$ cat config.mk
export PLATFORM = sky130hd
export DESIGN_NAME = s256_ctrl
export DESIGN_NICKNAME = d
export VERILOG_FILES = /design/src/s256_pkg.sv /design/src/s256_ctrl.sv
export SDC_FILE = /design/constraint.sdc
export NUM_CORES = 1
export LEC_CHECK = 0
export BUFFER_PORTS_ARGS = -buffer_cell sky130_fd_sc_hd__buf_2
export CORE_MARGIN = 5
export CORE_UTILIZATION = 46
export CTS_BUF_LIST = sky130_fd_sc_hd__clkbuf_16
export CTS_CLUSTER_SIZE = 40
export DETAILED_ROUTE_END_ITERATION = 16
export GPL_TIMING_DRIVEN = 0
export PLACE_DENSITY = 0.74
export SLEW_MARGIN = 10
export SYNTH_ARGS = -nofsm -noshare
export SYNTH_HDL_FRONTEND = slang
export SYNTH_SLANG_ARGS = --single-unit
$ cat constraint.sdc
create_clock -name clk -period 1.65 [get_ports clk]
set_input_delay 0.0825 -clock clk [delete_from_list [all_inputs] [get_ports clk]]
set_output_delay 0.0825 -clock clk [all_outputs]
set_load 0.02 [all_outputs]
$ cat src/s256_pkg.sv
// ----------------------------------------------------------------------------
// s256_pkg
// Shared types and constants for the SHA-256 byte stream hasher: channel
// payloads, controller command/status bundles, round constants, initial hash.
// ----------------------------------------------------------------------------
package s256_pkg;

  typedef struct packed {
    logic [7:0] data_byte;
    logic       has_byte;
    logic       end_of_message;
  } in_item_t;

  typedef struct packed {
    logic [31:0] digest_word;
    logic [2:0]  word_pos;
    logic        last_word;
  } out_item_t;

  // Source of the byte shifted into the block buffer
  localparam logic [1:0] SEL_MSG  = 2'd0;
  localparam logic [1:0] SEL_PAD  = 2'd1;
  localparam logic [1:0] SEL_ZERO = 2'd2;
  localparam logic [1:0] SEL_LEN  = 2'd3;

  localparam logic [5:0] LAST_POS  = 6'd63;
  localparam logic [5:0] LEN_POS   = 6'd56;
  localparam logic [5:0] LAST_RND  = 6'd63;
  localparam logic [2:0] LAST_WORD = 3'd7;
  localparam logic [7:0] PAD_BYTE  = 8'h80;

  typedef struct packed {
    logic       shift_byte;
    logic [1:0] byte_sel;
    logic       count_inc;
    logic       load_work;
    logic       round_en;
    logic [5:0] k_index;
    logic       add_chain;
    logic       finish;
  } cmd_t;

  typedef struct packed {
    logic [5:0] fill;
    logic       out_busy;
  } sts_t;

  localparam logic [31:0] INIT_H [0:7] = '{
    32'h6a09e667, 32'hbb67ae85, 32'h3c6ef372, 32'ha54ff53a,
    32'h510e527f, 32'h9b05688c, 32'h1f83d9ab, 32'h5be0cd19
  };

  function automatic logic [31:0] round_k(input logic [5:0] idx);
    logic [31:0] k;
    case (idx)
      6'd0:  k = 32'h428a2f98;  6'd1:  k = 32'h71374491;
      6'd2:  k = 32'hb5c0fbcf;  6'd3:  k = 32'he9b5dba5;
      6'd4:  k = 32'h3956c25b;  6'd5:  k = 32'h59f111f1;
      6'd6:  k = 32'h923f82a4;  6'd7:  k = 32'hab1c5ed5;
      6'd8:  k = 32'hd807aa98;  6'd9:  k = 32'h12835b01;
      6'd10: k = 32'h243185be;  6'd11: k = 32'h550c7dc3;
      6'd12: k = 32'h72be5d74;  6'd13: k = 32'h80deb1fe;
      6'd14: k = 32'h9bdc06a7;  6'd15: k = 32'hc19bf174;
      6'd16: k = 32'he49b69c1;  6'd17: k = 32'hefbe4786;
      6'd18: k = 32'h0fc19dc6;  6'd19: k = 32'h240ca1cc;
      6'd20: k = 32'h2de92c6f;  6'd21: k = 32'h4a7484aa;
      6'd22: k = 32'h5cb0a9dc;  6'd23: k = 32'h76f988da;
      6'd24: k = 32'h983e5152;  6'd25: k = 32'ha831c66d;
      6'd26: k = 32'hb00327c8;  6'd27: k = 32'hbf597fc7;
      6'd28: k = 32'hc6e00bf3;  6'd29: k = 32'hd5a79147;
      6'd30: k = 32'h06ca6351;  6'd31: k = 32'h14292967;
      6'd32: k = 32'h27b70a85;  6'd33: k = 32'h2e1b2138;
      6'd34: k = 32'h4d2c6dfc;  6'd35: k = 32'h53380d13;
      6'd36: k = 32'h650a7354;  6'd37: k = 32'h766a0abb;
      6'd38: k = 32'h81c2c92e;  6'd39: k = 32'h92722c85;
      6'd40: k = 32'ha2bfe8a1;  6'd41: k = 32'ha81a664b;
      6'd42: k = 32'hc24b8b70;  6'd43: k = 32'hc76c51a3;
      6'd44: k = 32'hd192e819;  6'd45: k = 32'hd6990624;
      6'd46: k = 32'hf40e3585;  6'd47: k = 32'h106aa070;
      6'd48: k = 32'h19a4c116;  6'd49: k = 32'h1e376c08;
      6'd50: k = 32'h2748774c;  6'd51: k = 32'h34b0bcb5;
      6'd52: k = 32'h391c0cb3;  6'd53: k = 32'h4ed8aa4a;
      6'd54: k = 32'h5b9cca4f;  6'd55: k = 32'h682e6ff3;
      6'd56: k = 32'h748f82ee;  6'd57: k = 32'h78a5636f;
      6'd58: k = 32'h84c87814;  6'd59: k = 32'h8cc70208;
      6'd60: k = 32'h90befffa;  6'd61: k = 32'ha4506ceb;
      6'd62: k = 32'hbef9a3f7;  6'd63: k = 32'hc67178f2;
      default: k = 32'h0;
    endcase
    return k;
  endfunction

endpackage

$ cat src/s256_ctrl.sv
// ----------------------------------------------------------------------------
// s256_ctrl
// Sequencer: byte intake, padding, 64-round compression and digest hand-off.
// ----------------------------------------------------------------------------
module s256_ctrl (
  input  logic           clk,
  input  logic           rst,
  input  logic           in_valid,
  input  logic           has_byte,
  input  logic           end_of_message,
  output logic           in_ready,
  input  s256_pkg::sts_t sts,
  output s256_pkg::cmd_t cmd
);

  localparam logic [1:0] ST_IDLE  = 2'd0;
  localparam logic [1:0] ST_ROUND = 2'd1;
  localparam logic [1:0] ST_ADD   = 2'd2;
  localparam logic [1:0] ST_PAD   = 2'd3;

  logic [1:0] state, state_next;
  logic [5:0] rnd;
  logic       padding, pad_first, len_ok, final_blk;
  logic       accept, block_full, cur_len;

  assign in_ready   = (state == ST_IDLE);
  assign accept     = in_ready && in_valid;
  assign block_full = (sts.fill == s256_pkg::LAST_POS);
  // length bytes go into this block if the 0x80 landed here early enough, or in the block before
  assign cur_len    = !pad_first && len_ok;

  always_comb begin
    cmd        = '0;
    cmd.k_index = rnd;
    state_next = state;
    case (state)
      ST_IDLE: begin
        if (accept) begin
          if (has_byte) begin
            cmd.shift_byte = 1'b1;
            cmd.byte_sel   = s256_pkg::SEL_MSG;
            cmd.count_inc  = 1'b1;
          end
          if (has_byte && block_full) begin
            cmd.load_work = 1'b1;
            state_next    = ST_ROUND;
          end else if (end_of_message) begin
            state_next = ST_PAD;
          end
        end
      end
      ST_ROUND: begin
        cmd.round_en = 1'b1;
        if (rnd == s256_pkg::LAST_RND) state_next = ST_ADD;
      end
      ST_ADD: begin
        if (final_blk) begin
          // previous digest must be fully drained first
          if (!sts.out_busy) begin
            cmd.finish = 1'b1;
            state_next = ST_IDLE;
          end
        end else begin
          cmd.add_chain = 1'b1;
          state_next    = padding ? ST_PAD : ST_IDLE;
        end
      end
      ST_PAD: begin
        cmd.shift_byte = 1'b1;
        if (pad_first)                           cmd.byte_sel = s256_pkg::SEL_PAD;
        else if (cur_len && sts.fill >= s256_pkg::LEN_POS) cmd.byte_sel = s256_pkg::SEL_LEN;
        else                                     cmd.byte_sel = s256_pkg::SEL_ZERO;
        if (block_full) begin
          cmd.load_work = 1'b1;
          state_next    = ST_ROUND;
        end
      end
      default: state_next = ST_IDLE;
    endcase
  end

  always_ff @(posedge clk) begin
    if (rst) begin
      state     <= ST_IDLE;
      rnd       <= 6'd0;
      padding   <= 1'b0;
      pad_first <= 1'b0;
      len_ok    <= 1'b0;
      final_blk <= 1'b0;
    end else begin
      state <= state_next;
      if (cmd.round_en) rnd <= rnd + 6'd1;
      if (accept && end_of_message) begin
        padding   <= 1'b1;
        pad_first <= 1'b1;
        len_ok    <= 1'b0;
        final_blk <= 1'b0;
      end
      if (state == ST_PAD) begin
        pad_first <= 1'b0;
        if (block_full) begin
          final_blk <= cur_len;
          len_ok    <= 1'b1;
        end else if (pad_first) begin
          len_ok <= (sts.fill < s256_pkg::LEN_POS);
        end
      end
      if (cmd.finish) begin
        padding   <= 1'b0;
        final_blk <= 1'b0;
      end
    end
  end

endmodule

==> run summary <==
Status = complete, no violations
Wire per inst = 14.5 um
Via count of the first global-routing pass = 726
Delay of the slowest cell on the worst path = 0.34 ns
Vias after detailed routing = 726
Syn-to-layout area delta = 39.9%
Total CTS buffers = 3
Capturing element type of the critical path = primary output
Largest net degree at the start of global routing = 11
Pins over their slew limit = 0
Setup slack, reg-to-reg = 0.15 ns
Global-route usage over all layers = 16.0%
VDD IR max = 1070 uV
Most frequent standard cell in the layout excluding fill and tap cells = buf_2
Unrepaired setup endpoints after global routing = no
Slowest stage cell on the critical path = dfxtp_2
CTS tree = built
Share of cell area taken by muxes after synthesis = 4.20%
Post-Route Skew = 0.00119 ns
Number of hold-slack violations in the final timing report = 0
HPWL after detailed placement = 1420 um
# Max-Cap Violations = 0
PnR Total Power = 1.59 mW
# rows = 14
Floorplan die width = 49.4 um
Worst Tran Pin Value = 0.440 ns
Final global-route overflow total = 0
Crit-path cells = inv_2 > ha_4 > and3_1 > nor2_2 > nor4_4 > buf_4
Minimum clock period = 1.61 ns
Distinct cells, synth = 32
Simple-gate area share of the yosys netlist = 28.7%
Cell area after placement = 882 um^2
Worst Path Class, Setup = reg -> out
Dominant register cell in the synthesized netlist = dfxtp_1
Clock Path Buffers = 2
Worst relative slew slack = 70.6%
Min-delay worst type = in -> reg
Y dimension of the die = 49.4 um
# diodes = 0
Total power per unit cell area = 1590 nW/um^2
Dominant combinational cell family by area after synthesis = simple AND/OR/NAND/NOR gates
Post-Syn Nets = 103
Peak clock frequency supported by timing = 0.623 GHz
DR iter-0 viols = 16
Leakage dissipation = 0.455 nW
Number of synthesis warnings = 0
Fraction of the mapped netlist area in adder cells = 10.5%
Initial antenna violation count = 0
Crit start category = flop
CTS HTree Levels = 1
Routed vias/inst = 5.50
Number of clock sinks seen by CTS = 12
Hold slack = 0.185 ns
Synthesized instance count = 85
First-pass iteration count of the detailed router = 4
Worst EP required = 1.57 ns
Initial cell density of the core = 48.0%
Die area = 2440 um^2
Area share of xor/xnor cells in the synthesized design = 4.90%
Clock transition at the registers of the reported paths = 0.04 ns
Highest-count cells in the layout ignoring fill and taps = buf_2, dfxtp_1, nor2_1
Post-detailed-routing wire length = 1910 um
Ports = 27
Cell area after layout = 1000 um^2
FFs w/ async S/R, synth = 0%
Mapped Area = 714 um^2
#FFs+latches synth = 12
Core outline area = 1490 um^2
DR DRC count = 0
Part of the Yosys area used for sequential elements = 33.6%
Arrival time of data at the critical path endpoint = 1.52 ns
Average size of a mapped cell = 8.41 um^2
Number of enable-type register cells in the synthesized netlist = 0
Setup violation total in the final timing report = 0
Compound-gate portion of the synthesized area = 13.7%
Wire length of the first global-routing pass = 3150 um
Clock Root Buffer = clkbuf_16
Final period utilization = 97.3%
Number of buffer cells added on primary ports = 26
Placement-stage worst setup slack = -0.0405 ns
Share of layout cells above drive strength 1 = 37.1%
Final critical-path setup slack = 0.0449 ns
Insertion delay to the later sink of the worst-skew pair = 0.24 ns
Biggest fanout along the worst timing path = 4
GPL Wtd Cong = 0.800
Final-stage net count = 136
Number of nets with antenna violations after routing = 0
## stage by stage
step | util [%] | instances | TNS, ns
after detailed placement | 59.2 | 127 | -0.0677
after floorplan | - | 85 | 0
after global placement | 59.2 | 127 | 0
final | 67.1 | 132 | 0
after global routing | 67.1 | 132 | 0
after CTS | 66.3 | 132 | 0
## synthesized netlist by cell type (3+ instances only)
library cell	count	area [um^2]
a21oi_1	3	15.0
ha_1	6	75.1
inv_1	4	15.0
dfxtp_1	12	240
xor2_1	3	26.3
nor2b_1	3	18.8
nor3_1	3	15.0
o21ai_0	4	20.0
nor2_1	9	33.8
nand3_1	5	25.0
nand2_1	7	26.3
mux2i_1	3	30.0
## power breakdown
part / internal (mW) / leakage (nW) / switching, mW / total [mW]
clock network: 0.315 / 0.0370 / 0.118 / 0.433
logic: 0.348 / 0.320 / 0.409 / 0.757
registers: 0.342 / 0.0983 / 0.0558 / 0.398
## area by class of cell
cell class | instances | area [um^2]
multi-input cells | 66 | 480
inverters | 4 | 15.0
repair buffers | 28 | 148
well taps | 16 | 20.0
fillers | 122 | 489
clock buffers | 3 | 75.1
flip-flops and latches | 12 | 243
plain buffers | 3 | 18.8
## critical path, delay by kind of cell (launching register included)
family                   cells  cell delay (ns)
AND/OR/NAND/NOR              3             0.52
flip-flops                   1             0.34
buffers and inverters        2             0.27
adder cells (fa/ha/maj)      1             0.15
## repair_timing
action | 4_1_cts | 5_1_grt
gates cloned | 0 | 0
endpoints found under the setup margin | 4 | 3
hold endpoints to repair | 0 | 0
setup buffers | 2 | 0
gates resized for setup | 5 | 4
hold buffers | 0 | 0
pin swaps | 1 | 0
## routing by layer
metal  global-route usage [%]  vias up  routed length, um
met5                        0        -                  0
met2                     26.8       11               1000
met1                     18.7      345                826
li1                         -      368                  -
met3                     6.12        2                 71
met4                     4.37        0                 10
## final timing paths
path                               start       end  depth (start not counted)
worst max register to register  state[1]  state[1]                          7
worst max-delay path            state[1]    cmd[9]                          6
worst min-delay path                 rst  state[1]                          3
worst min register to register    len_ok    len_ok                          2
## sequential cells by signal (all words and copies together), names as in the netlist
name,cells
pad_first,1
len_ok,1
final_blk,1
state,2
padding,1
rnd,6
## kinds of logic after synthesis
logic type,Yosys count
simple gates,38
compound gates,15
flops,12
buf+inv,7
fa+ha+maj,6
xor+xnor,4
mux,3
Power figures use the tool's default switching activity.
